## src/rtl/etsa_pkg.sv

```systemverilog
// Package for the exact-time stream aligner.
// Sizes, field types and controller command/status structs; no dependencies.
package etsa_pkg;
	localparam int MAX_CHANNELS = 4;
	localparam int QUEUE_DEPTH = 16;
	localparam int CH_W = (MAX_CHANNELS > 1) ? $clog2(MAX_CHANNELS) : 1;
	localparam int PTR_W = $clog2(QUEUE_DEPTH);
	localparam int CNT_W = $clog2(QUEUE_DEPTH + 1);
	localparam int ADDR_W = CH_W + PTR_W;
	localparam int ACT_W = $clog2(MAX_CHANNELS + 1);

	typedef logic [63:0] stamp_t;

	// controller to datapath
	typedef struct packed {
		logic push;       // append the captured item to its queue
		logic scan_start; // set the all-same flag for a new scan
		logic rd;         // read head of scan channel
		logic acc;        // fold read head into min / equality check
		logic pop_eq;     // pop the read head if it equals the minimum
		logic emit;       // drive a matched result from the read head and pop
		logic drop;       // drive the full-queue status result
		logic [CH_W-1:0] sel;
		logic is_last;
	} etsa_cmd_t;

	// datapath to controller
	typedef struct packed {
		logic full;      // captured channel queue is full
		logic all_full;  // every active queue holds an item
		logic all_same;  // every scanned head equals the minimum
		logic [ACT_W-1:0] n_act;
	} etsa_sts_t;
endpackage

```

## src/rtl/etsa_ctrl.sv

```systemverilog
// Controller: sequences push, min scan, equality check, pop, drop and emit passes.
// Depends on etsa_pkg.
module etsa_ctrl import etsa_pkg::*; (
	input  logic clk,
	input  logic arst_n,
	input  logic start,
	input  logic in_active,
	input  etsa_sts_t sts,
	output logic busy,
	output logic cap,
	output etsa_cmd_t cmd
);
	localparam logic [2:0] S_IDLE = 3'd0;
	localparam logic [2:0] S_PUSH = 3'd1;
	localparam logic [2:0] S_CHK  = 3'd2;
	localparam logic [2:0] S_MIN  = 3'd3;
	localparam logic [2:0] S_EQ   = 3'd4;
	localparam logic [2:0] S_POP  = 3'd5;
	localparam logic [2:0] S_EMIT = 3'd6;

	logic [2:0] state_q;
	logic [CH_W-1:0] idx_q;
	logic acc_q; // read data valid for idx_q-1 style pipelining
	logic [CH_W-1:0] prev_q;

	assign busy = (state_q != S_IDLE);
	assign cap = start && !busy && in_active;

	// each pass: read head idx, act on it next cycle
	always_comb begin
		cmd = '0;
		cmd.sel = idx_q;
		case (state_q)
			S_PUSH: begin
				cmd.push = !sts.full;
				cmd.drop = sts.full;
			end
			S_CHK: begin
				cmd.scan_start = 1'b1;
				cmd.rd = sts.all_full;
			end
			S_MIN, S_EQ, S_POP, S_EMIT: begin
				if (acc_q) begin
					cmd.sel = prev_q;
					cmd.acc = (state_q == S_MIN) || (state_q == S_EQ);
					cmd.pop_eq = (state_q == S_POP);
					cmd.emit = (state_q == S_EMIT);
					cmd.is_last = ({1'b0, prev_q} == ACT_W'(sts.n_act - 1'b1));
				end else begin
					cmd.rd = 1'b1;
				end
			end
			default: ;
		endcase
	end

	always_ff @(posedge clk or negedge arst_n) begin
		if (!arst_n) begin
			state_q <= S_IDLE;
			idx_q <= '0;
			prev_q <= '0;
			acc_q <= 1'b0;
		end else begin
			case (state_q)
				S_IDLE: if (cap) state_q <= S_PUSH;
				S_PUSH: state_q <= sts.full ? S_IDLE : S_CHK;
				S_CHK: begin
					idx_q <= '0;
					acc_q <= 1'b0;
					state_q <= sts.all_full ? S_MIN : S_IDLE;
				end
				S_MIN, S_EQ, S_POP, S_EMIT: begin
					if (!acc_q) begin
						prev_q <= idx_q;
						acc_q <= 1'b1;
					end else begin
						acc_q <= 1'b0;
						if ({1'b0, prev_q} == ACT_W'(sts.n_act - 1'b1)) begin
							idx_q <= '0;
							case (state_q)
								S_MIN: state_q <= S_EQ;
								S_EQ: state_q <= sts.all_same ? S_EMIT : S_POP;
								S_POP: state_q <= S_CHK;
								default: state_q <= S_IDLE;
							endcase
						end else begin
							idx_q <= prev_q + 1'b1;
						end
					end
				end
				default: state_q <= S_IDLE;
			endcase
		end
	end
endmodule

```

## config.mk

```make
export PLATFORM = sky130hd
export DESIGN_NAME = etsa_ctrl
export DESIGN_NICKNAME = d
export VERILOG_FILES = /design/src/rtl/etsa_pkg.sv /design/src/rtl/etsa_ctrl.sv
export SDC_FILE = /design/constraint.sdc
export NUM_CORES = 1
export LEC_CHECK = 0
export ABC_CLOCK_PERIOD_IN_PS = 3800
export BUFFER_PORTS_ARGS = -buffer_cell sky130_fd_sc_hd__clkbuf_2
export CAP_MARGIN = 40
export CORE_AREA = 2 2 39 41
export DETAILED_ROUTE_END_ITERATION = 8
export DIE_AREA = 0 0 41 43
export PLACE_DENSITY = 0.78
export SLEW_MARGIN = 0
export SYNTH_ARGS = -nofsm -noshare
export SYNTH_HDL_FRONTEND = slang
export SYNTH_SLANG_ARGS = --single-unit
export TNS_END_PERCENT = 5
```

## constraint.sdc

```tcl
create_clock -name clk -period 3.8 [get_ports clk]
set_clock_uncertainty 0.05 [all_clocks]
set_input_delay 0.19 -clock clk [delete_from_list [all_inputs] [get_ports clk]]
set_output_delay 0.19 -clock clk [all_outputs]
set_load 0.005 [all_outputs]
```

==> flow_summary.toml, run 1 <==
[clocking]
cts_tree = "built"
htree_levels = 1
clkSlewWorstSetupHoldPaths_ns = 0.06
root_buffer = "clkbuf_4"
clk_path_buf_depth = 2
cts_buffers = 3
clock_latency_ns = 0.26
clock_sink_count = 8

[critical_path]
cpMaxStageDelayCell = "dfrtp_1"
path_class = "reg2out"
slowest_delay_ns = 0.55
cp-endpoint = "cmd[1]"
ff2ff_path_depth = 4
crit_arrival_ns = 1.86
worstPathRequired_ns = 3.56
cp_cell_sequence = "and3b_1, o21ai_1, mux2_2, clkbuf_2"
rr_startpoint = "state_q[0]"
cp_top_family = "flip-flops"
worst-path-stages = 4
cp_max_fo = 17
worstPathBufferInverterCount = 1
r2r-end = "prev_q[1]"
crit_path_start = "state_q[0]"
start_kind = "register"
worstSetupEndpointType = "primary output"
rrSetupSlack_ns = 1.96

[yosys]
synth_top_area_cell = "dfrtp_1"
netlist_area_um2 = 646
postSynthCellCount = 73
synth_top_area_share_pct = 31.0
synth_edf_count = 0
yosysUniqueCellTypes = 32
synth_common_cells = "nor2_1, dfrtp_1, nand2_1"
yosys_most_used_dff = "dfrtp_1"
yosys.cell_count.top_type = "nor2_1"
synth_nets = 84
ys_ff_latch = 8
yosys_warnings = 0
async_reset_ff_share_pct = 100
avgSynthCellArea_um2 = 8.84
synth-seq-area-share_pct = 31.0
synth.top_cells.by_area = "dfrtp_1, mux2_2, nor2_1"

[sta]
worst_pin_slew_ns = 0.465
finalCritPeriodShare_pct = 55.1
report.final.setup_viol = 0
post-route-min-period_ns = 2.10
maxSlewViolCount = 0
setup_ws_ns = 1.70
slew_headroom_pct = 69.0
fmax_mhz = 477
rsz0062_at_grt = "no"
hold_viol = 0
fin_hold_ws_ns = 0.230
tns_ns = 0

[run]
cap_violations = 0

[run_status]
status = "complete, no violations"

[power_and_ir_drop]
power_frac_comb_pct = 54.5
clockPowerShare_pct = 11.8
seqPwrFrac_pct = 33.7
cellLeakagePower_nw = 0.389
p_int_w = 0.000320
powerDensity_mw_per_mm2 = 718
peakVddDrop_mv = 0.370
p_sw_w = 0.000246
total_power_w = 0.000566
sw_frac_of_total_pct = 43.5

[die]
die_area_mm2 = 0.00176
rows = 14
start_util_pct = 46.7
num_io_pins = 22
core-area_mm2 = 0.00138
die-height_um = 43
die_x_um = 41

[routing]
drc = 0
drtIter0Drc = 21
top_layer = "met4"
dr_total_vias = 595
route.met3.wl_um = 67
wl_um = 1380
avgViaCountPerCell = 5.36
ant_nets = 0
route.detailed.wl_per_inst_um = 12.4
route.met2.wl_um = 667
wl_met1_um = 626
firstDrtPassIters = 4

[placed_design]
pre_cts_ws_ns = 1.94
hpwl_um = 1090
place_congestion = 0.810
portBuffers = 21

[global_routing]
grt_max_degree = 18
antenna_found_initial = 0
grt_pass1_wl_um = 2180
overflow = 0
grt.total_usage_pct = 18.3
grt_pass1_vias = 541

[worst_hold_path]
hold_class = "in2reg"
worstHoldStart = "start"

[final_layout]
drive_gt1_share_pct = 38.9
regArea_um2 = 200
syn_to_final_growth_pct = 22.1
n_antenna_cell = 0
multi_input_area_um2 = 412
nNetsFinal = 108
final_util_pct = 57.0
n_fill_cell = 121
cell type report:
cell class,count,share of cell area (%)
Multi-Input combinational cell,57,52.2
Sequential cell,8,25.4
Timing Repair Buffer,22,14.6
Clock buffer,3,2.86
Tap cell,16,2.54
Inverter,5,2.38
cell usage in the layout, fill, tap and decap left out, drive strengths merged, types with 2 or more instances in the layout:
cell type and n:
clkbuf 24, nor4 2, o21ai 4, xnor2 3, nand2 8, nor3 2
a21oi 3, mux2 7, dfrtp 8, nand2b 2, nor2 10, inv 5
tightest hold or removal path, delay by kind of cell:
family	cells	cell delay (ns)
buffers and inverters	1	0.09
AO/OA/AOI/OAI	2	0.22
cells by family after synthesis:
| group | Yosys count | synth area share [%] |
|---|---|---|
| and+or+nand+nor | 29 | 24.8 |
| AOI/OAI and AO/OA | 15 | 16.7 |
| buffers and inverters | 8 | 5.23 |
| DFF | 8 | 31.0 |
| muxes | 7 | 13.4 |
| xor gates and xnor gates | 4 | 5.43 |
| adders and majority gates | 2 | 3.49 |
state kept, by name, summed over array words and instances (netlist names):
register	cells
state_q	3
idx_q	2
prev_q	2
acc_q	1
how the worst min path moves through the flow:
stage / depth (start not counted) / slack, ns / end
2_1_floorplan: 0 / -0.16 / acc_q
3_3_place_gp: 1 / -0.002 / prev_q[0]
3_5_place_dp: 1 / -0.002 / prev_q[1]
4_1_cts: 3 / 0.24 / state_q[1]
5_1_grt: 3 / 0.25 / state_q[1]
6_report: 3 / 0.23 / state_q[1]
through the flow:
stage / instances / instance area [um2]
floorplan: 73 / 646
CTS: 111 / 788
finish: 111 / 788
global route: 111 / 788
detailed placement: 107 / 756
global placement: 107 / 756
power groups by stage:
stage / Combinational (W) / Sequential [W] / Clock (W)
2_1_floorplan: 0.000267 / 0.000152 / 0
4_1_cts: 0.000312 / 0.000189 / 0.0000675
6_report: 0.000308 / 0.000191 / 0.0000666
3_3_place_gp: 0.000302 / 0.000188 / 0
5_1_grt: 0.000342 / 0.000199 / 0.0000726
3_5_place_dp: 0.000310 / 0.000190 / 0
layer usage:
| layer | vias to the layer above | track usage [%] |
|---|---|---|
| li1 | 302 | - |
| met2 | 20 | 25.9 |
| met4 | 0 | 8.00 |
| met1 | 271 | 24.9 |
| met5 | - | 0 |
| met3 | 2 | 5.24 |
what timing repair did:
action,CTS,global route
setup buffers,0,0
hold buffers,1,0
gates resized for setup,0,0
hold endpoints to repair,8,0
Power figures use the tool's default switching activity.
==> run 2: changes to the inputs <==
--- a/config.mk
+++ b/config.mk
@@ -5,13 +5,12 @@
 export SDC_FILE = /design/constraint.sdc
 export NUM_CORES = 1
 export LEC_CHECK = 0
-export ABC_CLOCK_PERIOD_IN_PS = 3800
+export ABC_CLOCK_PERIOD_IN_PS = 1800
 export BUFFER_PORTS_ARGS = -buffer_cell sky130_fd_sc_hd__clkbuf_2
 export CAP_MARGIN = 40
-export CORE_AREA = 2 2 39 41
+export CORE_UTILIZATION = 43
 export DETAILED_ROUTE_END_ITERATION = 8
-export DIE_AREA = 0 0 41 43
-export PLACE_DENSITY = 0.78
+export PLACE_DENSITY = 0.73
 export SLEW_MARGIN = 0
 export SYNTH_ARGS = -nofsm -noshare
 export SYNTH_HDL_FRONTEND = slang
==> constraint.sdc (replaced) <==
create_clock -name clk -period 1.8 [get_ports clk]
set_clock_uncertainty 0.05 [all_clocks]
set_input_delay 0.09 -clock clk [delete_from_list [all_inputs] [get_ports clk]]
set_output_delay 0.09 -clock clk [all_outputs]
set_load 0.005 [all_outputs]
==> flow_summary.toml, run 2 (synthesis results as in run 1) <==
[run_status]
status = "complete, no violations"

[clocking]
clk_path_buf_depth = 2
clock_sink_count = 8
htree_levels = 1
clkSlewWorstSetupHoldPaths_ns = 0.06
root_buffer = "clkbuf_4"
cts_buffers = 3
cts_tree = "built"
clock_latency_ns = 0.26

[routing]
route.detailed.wl_per_inst_um = 12.2
firstDrtPassIters = 4
avgViaCountPerCell = 5.24
ant_nets = 0
drtIter0Drc = 14
wl_um = 1420
drc = 0
dr_total_vias = 613

[sta]
setup_ws_ns = 0.0447
maxSlewViolCount = 0
worst_pin_slew_ns = 0.413
finalCritPeriodShare_pct = 97.5
fmax_mhz = 570
hold_viol = 0
post-route-min-period_ns = 1.76
slew_headroom_pct = 72.3
report.final.setup_viol = 0

[power_and_ir_drop]
powerDensity_mw_per_mm2 = 1540
total_power_w = 0.00133
cellLeakagePower_nw = 0.424
peakVddDrop_mv = 0.860

[placed_design]
portBuffers = 21
place_area_um2 = 785
place_congestion = 0.847
dp.cells = 110
hpwl_um = 1050
pre_cts_ws_ns = 0.0709

[final_layout]
syn_to_final_growth_pct = 33.7
n_antenna_cell = 0
final_common_cell = "clkbuf_2"
finalInstanceArea_um2 = 863
final_cell_mix = "clkbuf_2, nor2_1, nand2_1, buf_4, dfrtp_1"
nNetsFinal = 115
multi_input_area_um2 = 433
regArea_um2 = 203
n_fill_cell = 112
top_register = "state_q"
reg_top3 = "state_q x3, idx_q x2, prev_q x2"
instances_no_fill = 117
drive_gt1_share_pct = 50.0
largest_register_ffs = 3

[critical_path]
path_class = "reg2out"
start_kind = "register"
worstPathRequired_ns = 1.66
r2r-end = "idx_q[0]"
slowest_delay_ns = 0.44
cp_cell_sequence = "and3b_2, o21ai_4, mux2_2, clkbuf_2"
ff2ff_path_depth = 4
worstSetupEndpointType = "primary output"
cp_max_fo = 5
crit_arrival_ns = 1.62
rr_startpoint = "state_q[0]"
rrSetupSlack_ns = 0.15
cpMaxStageDelayCell = "dfrtp_2"

[global_routing]
overflow = 0
grt.total_usage_pct = 20.4
antenna_found_initial = 0
grt_pass1_wl_um = 2130
grt_pass1_vias = 469
grt_max_degree = 12

[worst_hold_path]
hold_path_end = "state_q[1]"
hold_class = "in2reg"
worstHoldStart = "start"
hold_depth = 3

[die]
core-area_mm2 = 0.00135
die-height_um = 40.8
die_x_um = 40.8
rows = 13
die_area_mm2 = 0.00166
start_util_pct = 47.8
num_io_pins = 22

[run]
cap_violations = 0
## run 2: metrics by stage
stage | setup TNS, ns | hold slack [ns] | util (%)
after floorplan | 0 | -0.256 | -
final | 0 | 0.108 | 63.9
after global routing | -0.0148 | 0.146 | 63.9
after global placement | 0 | -0.103 | 58.1
after detailed placement | 0 | -0.0984 | 58.1
after CTS | -0.0961 | 0.110 | 60.7
## run 2: worst max path at each step
stage	startpoint	to	slack, ns	depth (start not counted)
final	state_q[0]	cmd[1]	0.04	4
after global routing	state_q[0]	cmd[2]	-0.01	4
after CTS	state_q[0]	cmd[1]	-0.05	4
after detailed placement	sts[0]	state_q[0]	0.07	7
after global placement	sts[0]	state_q[0]	0.12	7
after floorplan	sts[0]	state_q[0]	0.27	6
## run 2: report_power, final
group	internal, W	total, W	switching, W
clock network	0.0000768	0.000145	0.0000684
registers	0.000258	0.000357	0.0000994
logic	0.000432	0.000824	0.000392
total	0.000766	0.00133	0.000560
## run 2: timing repair
| action | 4_1_cts | 5_1_grt |
|---|---|---|
| gates cloned | 0 | 0 |
| hold endpoints to repair | 8 | 0 |
| buffers inserted | 0 | 3 |
| pin swaps | 0 | 1 |
| hold buffers | 1 | 0 |
| endpoints found under the setup margin | 3 | 4 |
| gates resized for setup | 1 | 7 |
## run 2: routing by layer
| layer | global-route usage [%] | up-vias | part of all wire [%] |
|---|---|---|---|
| li1 | - | 319 | - |
| met2 | 28.6 | 19 | 44 |
| met3 | 8.15 | 2 | 5.3 |
| met5 | 0 | - | 0 |
| met4 | 7.50 | 0 | 0.77 |
| met1 | 27.8 | 273 | 50 |
## run 2: cell type report
class                           count  area share (%)
Inverter                            5            2.17
Sequential cell                     8            23.5
Timing Repair Buffer               29            19.4
Multi-Input combinational cell     57            50.1
Clock buffer                        3            2.61
Tap cell                           15            2.17
## run 2: critical path, delay by kind of cell, from the launching register on
kind	cells	cell delay, ns
multiplexers	1	0.35
buffers and inverters	1	0.11
AO/OA/AOI/OAI	1	0.18
flip-flops	1	0.44
AND/OR/NAND/NOR	1	0.27
==> run 3: changes to the inputs <==
--- a/config.mk
+++ b/config.mk
@@ -8,9 +8,12 @@
 export ABC_CLOCK_PERIOD_IN_PS = 1800
 export BUFFER_PORTS_ARGS = -buffer_cell sky130_fd_sc_hd__clkbuf_2
 export CAP_MARGIN = 40
-export CORE_UTILIZATION = 43
+export CELL_PAD_IN_SITES_DETAIL_PLACEMENT = 0
+export CELL_PAD_IN_SITES_GLOBAL_PLACEMENT = 1
+export CORE_ASPECT_RATIO = 0.8
+export CORE_UTILIZATION = 31
 export DETAILED_ROUTE_END_ITERATION = 8
-export PLACE_DENSITY = 0.73
+export PLACE_DENSITY = 0.72
 export SLEW_MARGIN = 0
 export SYNTH_ARGS = -nofsm -noshare
 export SYNTH_HDL_FRONTEND = slang
==> flow_summary.toml, run 3 (synthesis results as in run 1) <==
[die]
start_util_pct = 33.5
core-area_mm2 = 0.00193
die_area_mm2 = 0.00227
die_x_um = 53.0
num_io_pins = 22
rows = 14
die-height_um = 42.8

[critical_path]
cpMaxStageDelayCell = "dfrtp_2"
cp_max_fo = 9
worstPathRequired_ns = 1.66
crit_arrival_ns = 1.61
cp_cell_sequence = "and3b_2, o21ai_4, mux2_2, clkbuf_2"
path_class = "reg2out"
slowest_delay_ns = 0.46
start_kind = "register"
ff2ff_path_depth = 4
worstSetupEndpointType = "primary output"

[sta]
report.final.setup_viol = 0
fin_hold_ws_ns = 0.129
rsz0062_at_grt = "yes"
tns_ns = 0
fmax_mhz = 570
hold_viol = 0
slew_headroom_pct = 74.5
finalCritPeriodShare_pct = 97.5
maxSlewViolCount = 0
post-route-min-period_ns = 1.75
worst_pin_slew_ns = 0.380

[clocking]
cts_buffers = 3
clock_sink_count = 8
cts_tree = "built"
clock_latency_ns = 0.25
clkSlewWorstSetupHoldPaths_ns = 0.05
htree_levels = 1
clk_path_buf_depth = 2
root_buffer = "clkbuf_4"

[routing]
drc = 0
avgViaCountPerCell = 5.04
wl_um = 1510
ant_nets = 0
firstDrtPassIters = 4
drtIter0Drc = 18
route.detailed.wl_per_inst_um = 12.2
dr_total_vias = 625

[final_layout]
n_antenna_cell = 0
reg_top3 = "state_q x3, idx_q x2, prev_q x2"
final_util_pct = 44.5
syn_to_final_growth_pct = 32.9
final_common_cell = "clkbuf_2"
top_register = "state_q"
drive_gt1_share_pct = 48.0
final_cell_mix = "clkbuf_2, nor2_1, nand2_1, dfrtp_1"
nNetsFinal = 113
largest_register_ffs = 3

[run]
cap_violations = 0

[global_routing]
grt_max_degree = 10
grt.total_usage_pct = 14.9
grt_pass1_vias = 553
grt_pass1_wl_um = 2480
antenna_found_initial = 0
overflow = 0

[worst_hold_path]
hold_class = "in2reg"
hold_depth = 3

[power_and_ir_drop]
cellLeakagePower_nw = 0.415
powerDensity_mw_per_mm2 = 1520
peakVddDrop_mv = 0.541

[placed_design]
hpwl_um = 1180
place_congestion = 0.823
portBuffers = 21

[run_status]
status = "complete, no violations"
run 3: path summary, 6_finish.rpt:
path | start | endpoint | slack [ns]
setup / recovery | state_q[0] | cmd[2] | 0.05
hold / removal | start | state_q[1] | 0.13
setup reg to reg | prev_q[1] | state_q[0] | 0.17
hold reg to reg | idx_q[0] | prev_q[0] | 0.48
max in group asynchronous | arst_n | state_q[0] | 1.33
min in group asynchronous | arst_n | acc_q | 0.18
run 3: metrics by stage:
stage          instances  power (W)  cell area, um2  setup WS [ns]
2_1_floorplan         73   0.000885             646          0.268
3_3_place_gp         120    0.00112             803          0.121
3_5_place_dp         120    0.00112             803         0.0781
4_1_cts              124    0.00128             840        -0.0799
5_1_grt              124    0.00141             858        -0.0305
6_report             124    0.00130             858         0.0454
run 3: repair_timing:
action	4_1_cts	5_1_grt
hold buffers	1	0
hold endpoints to repair	8	0
gates resized for setup	1	6
gates cloned	0	0
pin swaps	0	0
endpoints found under the setup margin	3	4
buffers inserted	0	0
run 3: layout make-up:
class	count	area, um2
clock buffers	3	22.5
fillers	203	1070
inverters	5	18.8
multi-input cells	57	433
flip-flops and latches	8	201
well taps	24	30.0
repair buffers	27	153
run 3: worst max-delay path, delay by kind of cell, from the launching register on:
| kind | cells | cell delay [ns] |
|---|---|---|
| flops | 1 | 0.46 |
| mux | 1 | 0.34 |
| simple gates | 1 | 0.29 |
| compound gates | 1 | 0.16 |
| buf+inv | 1 | 0.11 |
run 3: layer usage:
| layer | routed length (um) | global-route usage (%) |
|---|---|---|
| met5 | 0 | 0 |
| met4 | 19 | 4.74 |
| met3 | 54 | 3.58 |
| met2 | 716 | 21.5 |
| met1 | 717 | 21.4 |
run 3: power by group:
part / internal [W] / total, W / switching [W]
Sequential: 0.000256 / 0.000350 / 0.0000938
Clock: 0.0000761 / 0.000135 / 0.0000586
Combinational: 0.000414 / 0.000816 / 0.000401
Total: 0.000747 / 0.00130 / 0.000554
